$ cat config.mk
export PLATFORM = sky130hd
export DESIGN_NAME = dhct_mac
export DESIGN_NICKNAME = d
export VERILOG_FILES = /design/src/design/dhct_mac.sv
export SDC_FILE = /design/constraint.sdc
export NUM_CORES = 1
export LEC_CHECK = 0
export BUFFER_PORTS_ARGS = -buffer_cell sky130_fd_sc_hd__buf_2
export CAP_MARGIN = 5
export CORE_ASPECT_RATIO = 0.8
export CORE_MARGIN = 8
export CORE_UTILIZATION = 25
export CTS_CLUSTER_SIZE = 40
export DETAILED_ROUTE_END_ITERATION = 8
export GPL_ROUTABILITY_DRIVEN = 0
export HOLD_SLACK_MARGIN = 0.08
export PLACE_DENSITY = 0.43
export SLEW_MARGIN = 20
export SYNTH_ARGS = -nofsm -noshare
export SYNTH_HDL_FRONTEND = slang
export SYNTH_SLANG_ARGS = --single-unit
$ cat constraint.sdc
create_clock -name clk -period 10.5 [get_ports clk]
set_input_delay 2.1 -clock clk [delete_from_list [all_inputs] [get_ports clk]]
set_output_delay 2.1 -clock clk [all_outputs]
set_load 0.01 [all_outputs]
$ cat src/design/dhct_mac.sv
module dhct_mac #(
  parameter int AW = 8
) (
  input  logic          clk,
  input  logic [AW-1:0] a,
  input  logic [AW-1:0] b,
  input  logic [AW-1:0] c,
  output logic [AW-1:0] res
);

  logic [2*AW-1:0] prod;

  // Only the low address bits of the product are ever needed, so the
  // multiply runs on address-wide operands.
  assign prod = a * b;

  // Registered multiply-add, shared by the hash and the probe advance.
  always_ff @(posedge clk) begin
    res <= prod[AW-1:0] + c;
  end

endmodule

==> metrics, run 1 <==
status=complete, no violations; Bufs on Longest Clock Path=2; leakage power=0.8094 nW; Hold Buf Count CTS=0; Peak Freq=0.1947 GHz; Clk pwr share=0.159; Hold Vio Cnt, Final=0; initial antenna violation count=0; core area=0.004652 mm^2; biggest regs=res (8); worst vdd ir=0.08998 mV; post-route setup TNS=0 ps; clk root buf=clkbuf_8; Resized cells post-CTS=0; layout cells sized above 1=0.2412; fin crit period=5135 ps; Largest Register=res; Pwr Density=153.2 mW/mm^2; post-synthesis simple-gate area fraction=0.1481; largest net degree at the start of global routing=9; fraction of the mapped netlist area in adder cells=0.4678; Yosys warning total=0; MaxCap Viol Count=0; CTS tree=built; die area=0.007409 mm^2; net count reported at finish=232; Crit path required time=10,660 ps; RSZ-0062 raised after global routing=no; critical-path cell list=buf_2 > nand2_1 > fa_1 > inv_1 > fa_1 > inv_1 > fa_1 > fa_1 > inv_1 > ha_1 > a21oi_1 > xnor2_1 > xnor2_1; H-tree Lvls=1; Gate Count Post-Synth=135; end-of-flow core utilization=0.3228; family with the most delay on the worst path=adder cells; Hold Crit Depth=2; vias per cell=4.078; CP dominant cell by count=fa_1; synthesis-to-layout area growth=22.57%; CP Capture Type=register; register area share after synthesis=0.1307; TritonCTS Buffers=3; multi-input combinational cell area=937.1 um^2; Clk pin slew, worst setup/hold paths=40 ps; CP bufs+invs=4; width of the die=94.26 um; commonest non-fill, non-tap cell in the layout=inv_1; Setup-failing EPs final=0; Yosys reg bits=8; Finished Cell Area=0.001501 mm^2; Layout fillers=527; die height=78.61 um; post-DR wirelength/cell=11.73 um; register area=160.2 um^2; Min-Delay Path Class=in -> reg; CP max stage cell=fa_1; vias in the first global route=1,045; clk sinks=8; post-DP HPWL=2528 um; largest family of logic cells by synthesized area=adder cells; Placed Area=0.001460 mm^2; Hold Crit Start=c[0]; Vias=938; Synth Area in XOR/XNOR=0.1287; Synth Cell Area=0.001225 mm^2; worst setup path class=in -> reg; drt pass-1 iters=4; initial DRC count=22; Comb power frac=0.634; sw frac=0.3890; Routed Antenna Nets=0; multiplexer share of the synthesized area=0; I/O pins=33; Power Total=230.0 uW; routed wire length=2699 um; Synth Area in Compound Gates=0.02043; # diodes=0; first-pass GRT wire length=4588 um; Worst Tran Pin Value=219.4 ps; Total GRT Usage=0.07868; Slew Limit Fails=0; CP peak stage delay=540 ps; Syn Area/Cell=9.074 um^2; DRC viols=0; # port buffers=32; Max-slew headroom=0.8527; sw power=89.46 uW; startpoint types=input port; Seq pwr share=0.207; internal power=140.5 uW; max FFs per register=8; row count=22; Hold EP=res[0]$_DFF_P_; final period utilization=0.4891; Critical Path AT=5290 ps; postcts setup bufs=0; Synth Net Count=195; starting density of the core=0.2633; GR Overflow Total=0; Crit Path Max Fanout=7; most frequent cells in the layout=inv_1 (34), buf_2 (32), nand2_1 (19); Cell variety after synth=12
Yosys cell counts (all sizes together):
master | count | share of area
nand2 | 22 | 0.074
inv | 34 | 0.10
a21o | 2 | 0.012
dfxtp | 8 | 0.13
xor2 | 1 | 0.0072
fa | 18 | 0.29
xnor2 | 17 | 0.12
and2 | 14 | 0.075
ha | 17 | 0.17
a21oi | 2 | 0.0082
metrics by stage:
stage                     std cells  setup WS (ps)  hold WS, ps
after CTS                       230           5340         2085
after floorplan                 135           5439         2230
after global placement          227           5153         2323
after global routing            230           5216         2107
final                           230           5365         2091
after detailed placement        227           5107         2325
how the worst max path moves through the flow:
stage	from	endpoint	slack, ps	cells after the start
3_3_place_gp	b[1]	res[7]$_DFF_P_	5150	13
2_1_floorplan	c[6]	res[7]$_DFF_P_	5440	12
5_1_grt	a[2]	res[7]$_DFF_P_	5220	15
3_5_place_dp	b[1]	res[7]$_DFF_P_	5110	13
6_report	b[1]	res[7]$_DFF_P_	5360	13
4_1_cts	b[1]	res[7]$_DFF_P_	5340	13
layout make-up:
cell class,count,share of cell area
multi-input combinational,93,0.6242
sequential,8,0.1067
timing repair buffer,32,0.1067
inverter,34,0.08500
tap,60,0.05000
clock buffer,3,0.02750
cell families (layout without fill, tap and decap cells):
group,after synthesis,in the layout
and+or+nand+nor,36,36
adders and majority gates,35,35
buffers and inverters,34,69
xor gates and xnor gates,18,18
DFF,8,8
AOI/OAI and AO/OA,4,4
metal layers:
layer	GRT usage	wire length [um]	vias to the layer above	part of all wire
met3	0.02281	182	4	0.067
met4	0.03318	34	0	0.013
met2	0.1193	1160	29	0.43
met1	0.1011	1322	442	0.49
li1	-	-	463	-
met5	0	0	-	0
power by group through the flow:
stage / Clock, mW / Combinational, mW / Sequential, mW
after floorplan: 0 / 0.102 / 0.0552
after global placement: 0 / 0.148 / 0.0487
after detailed placement: 0 / 0.150 / 0.0488
after CTS: 0.0384 / 0.151 / 0.0483
after global routing: 0.0390 / 0.168 / 0.0494
final: 0.0365 / 0.146 / 0.0477
No activity file was read; power rests on OpenSTA's default activity.
==> run 2: changes to the inputs <==
ABC_AREA = 1   (was unset)
PLACE_DENSITY = 0.42   (was 0.43)
clock period = 4.9 ns   (was 10.5 ns; I/O delays follow)
==> run 2 against run 1 <==
  * Critical path depth grew 5
  * Non-clock buffer count unchanged
  * Global-route usage increased by 0.21 points
  * Cell count increased by 41%
  * Critical endpoint unchanged
==> metrics, run 2 <==
largest cells by area after synthesis=fa_1 (25%), nand2_1 (18%), inv_1 (15%) (was fa_1 (29%), ha_1 (17%), dfxtp_1 (13%)); Hold Vio Cnt, Final=0 (unchanged); Largest Register=res (unchanged); register area share after synthesis=0.1104 (was 0.1307); die height=84.12 um (was 78.61 um); status=complete, no violations (unchanged); post-route setup TNS=0 ps (unchanged); Pwr Density=293.6 mW/mm^2 (was 153.2 mW/mm^2); clk root buf=clkbuf_8 (unchanged); # port buffers=32 (unchanged); Total GRT Usage=0.08082 (was 0.07868); final period utilization=0.8732; Syn Area/Cell=6.776 um^2 (was 9.074 um^2); Crit Path Max Fanout=8 (was 7); starting density of the core=0.2625 (was 0.2633); routed wire length=3155 um (was 2699 um); Critical Path AT=4400 ps (was 5290 ps); vias per cell=3.809 (was 4.078); Power Total=509.1 uW (was 230.0 uW); most numerous cell in the Yosys netlist=nand2_1 (was inv_1); Max-slew headroom=0.8600 (was 0.8527); leakage power=1.116 nW (was 0.8094 nW); internal power=287.2 uW (was 140.5 uW); Crit path required time=5020 ps (was 10,660 ps); FFs w/ async S/R, synth=0 (unchanged); GR Overflow Total=0 (unchanged); sw power=221.9 uW (was 89.46 uW); Resized cells post-CTS=0 (unchanged); CP Capture Type=register (unchanged); Worst Tran Pin Value=210.1 ps (was 219.4 ps); die area=0.008509 mm^2 (was 0.007409 mm^2); # diodes=0 (unchanged); vias in the first global route=1,261 (was 1,045); Yosys warning total=0 (unchanged); Synth Cell Area=0.001450 mm^2 (was 0.001225 mm^2); Synth area leader=fa_1 (unchanged); TritonCTS Buffers=3 (unchanged); max FFs per register=8 (unchanged); met3 WL=184 um (was 182 um); initial antenna violation count=0 (unchanged); layout cells sized above 1=0.1943 (was 0.2412); WL met1=1616 um (was 1322 um); post-DP HPWL=2928 um (was 2528 um); most frequent cells in the layout=nand2_1 (71), inv_1 (58), buf_2 (32) (was inv_1 (34), buf_2 (32), nand2_1 (19)); Seq pwr share=0.194 (was 0.207); row count=24 (was 22); post-DR wirelength/cell=9.708 um (was 11.73 um); fin crit period=4279 ps; Routed Antenna Nets=0 (unchanged); end-of-flow core utilization=0.3139 (was 0.3228); Top Layer Used=met4 (unchanged); worst vdd ir=0.1043 mV (was 0.08998 mV); largest net degree at the start of global routing=10 (was 9); Synth top cells by count=nand2_1 (71), inv_1 (58), fa_1 (18) (was inv_1 (34), nand2_1 (19), fa_1 (18)); core area=0.005525 mm^2 (was 0.004652 mm^2); commonest non-fill, non-tap cell in the layout=nand2_1 (was inv_1); routed wl met2=1309 um (was 1160 um); biggest regs=res (8) (unchanged); Peak Freq=0.2337 GHz; worst setup path class=in -> reg (unchanged); Synth Net Count=274 (was 195); Slew Limit Fails=0 (unchanged); MaxCap Viol Count=0 (unchanged); Hold Buf Count CTS=0 (unchanged); Cell variety after synth=18 (was 12); postcts setup bufs=0 (unchanged); Critical Path Source=b[0] (was b[1]); number of flops mapped to enable cells by yosys=0 (unchanged); Clk pin slew, worst setup/hold paths=40 ps (about the same); drt pass-1 iters=4 (unchanged); synthesis-to-layout area growth=19.59% (was 22.57%); RSZ-0062 raised after global routing=no (unchanged); Yosys reg bits=8 (unchanged); clk sinks=8 (unchanged); Clk pwr share=0.155 (was 0.159); Hold WS=977.1 ps (was 2091 ps); DRC viols=0 (unchanged); CTS tree=built (unchanged); sw frac=0.4359 (was 0.3890); Min-Delay Path Class=in -> reg (unchanged); H-tree Lvls=1 (unchanged); Setup-failing EPs final=0 (unchanged); post-synth top area share=0.2485 (was 0.2942); Bufs on Longest Clock Path=2 (unchanged); Comb power frac=0.651 (was 0.634); first-pass GRT wire length=5609 um (was 4588 um); Gate Count Post-Synth=214 (was 135); I/O pins=33 (unchanged); Main synth FF type=dfxtp_1 (unchanged); Layout fillers=654 (was 527); Hold Crit Start=c[0] (unchanged); width of the die=101.2 um (was 94.26 um); net count reported at finish=309 (was 232); initial DRC count=30 (was 22); startpoint types=input port (unchanged); Vias=1,238 (was 938)
-- run 2: cells by family after synthesis --
family | count (synthesis) | share of synthesized area
simple gates | 103 | 0.3046
compound gates | 2 | 0.006903
xor+xnor | 2 | 0.01208
flops | 8 | 0.1104
fa+ha+maj | 35 | 0.3952
buf+inv | 64 | 0.1708
-- run 2: path summary, 6_finish.rpt --
kind                          to  slack [ps]  cells after the start
setup / recovery  res[7]$_DFF_P_         620                     18
hold / removal    res[0]$_DFF_P_         980                      2
-- run 2: power groups by stage --
stage	clock [mW]	sequential, mW	combinational [mW]
5_1_grt	0.0865	0.101	0.393
4_1_cts	0.0832	0.0991	0.343
6_report	0.0791	0.0988	0.331
3_5_place_dp	0	0.100	0.340
2_1_floorplan	0	0.117	0.236
3_3_place_gp	0	0.101	0.340
-- run 2: metrics by stage --
step	setup WS (ps)	instances	cell area, um^2
floorplan	597.2	214	1450
finish	621.5	325	1734
detailed placement	368.3	322	1693
CTS	605.9	325	1734
global placement	418.1	322	1693
global route	312.2	325	1734
-- run 2: area by class of cell --
class	count	area (um^2)	area share
multi-input cells	142	1042	0.6010
inverters	62	232.7	0.1342
repair buffers	32	160.2	0.09235
well taps	78	97.59	0.05628
clock buffers	3	41.29	0.02381
flip-flops and latches	8	160.2	0.09235
-- run 2: routing by layer --
layer,vias to the layer above,global-route usage
met5,-,0
met1,526,0.1033
met4,0,0.02429
met3,5,0.02833
li1,684,-
met2,23,0.1235
-- run 2: worst max-delay path, cell delays in order --
cell,delay [ps]
buf_2,170
nand2_1,100
fa_1,490
inv_1,50
fa_1,490
inv_1,50
fa_1,460
fa_1,540
inv_1,40
ha_1,320
a21oi_1,210
nand2_1,100
nand2_1,60
nand2_1,60
nand3_1,80
nand2_1,60
nor2_1,100
nor2_1,50
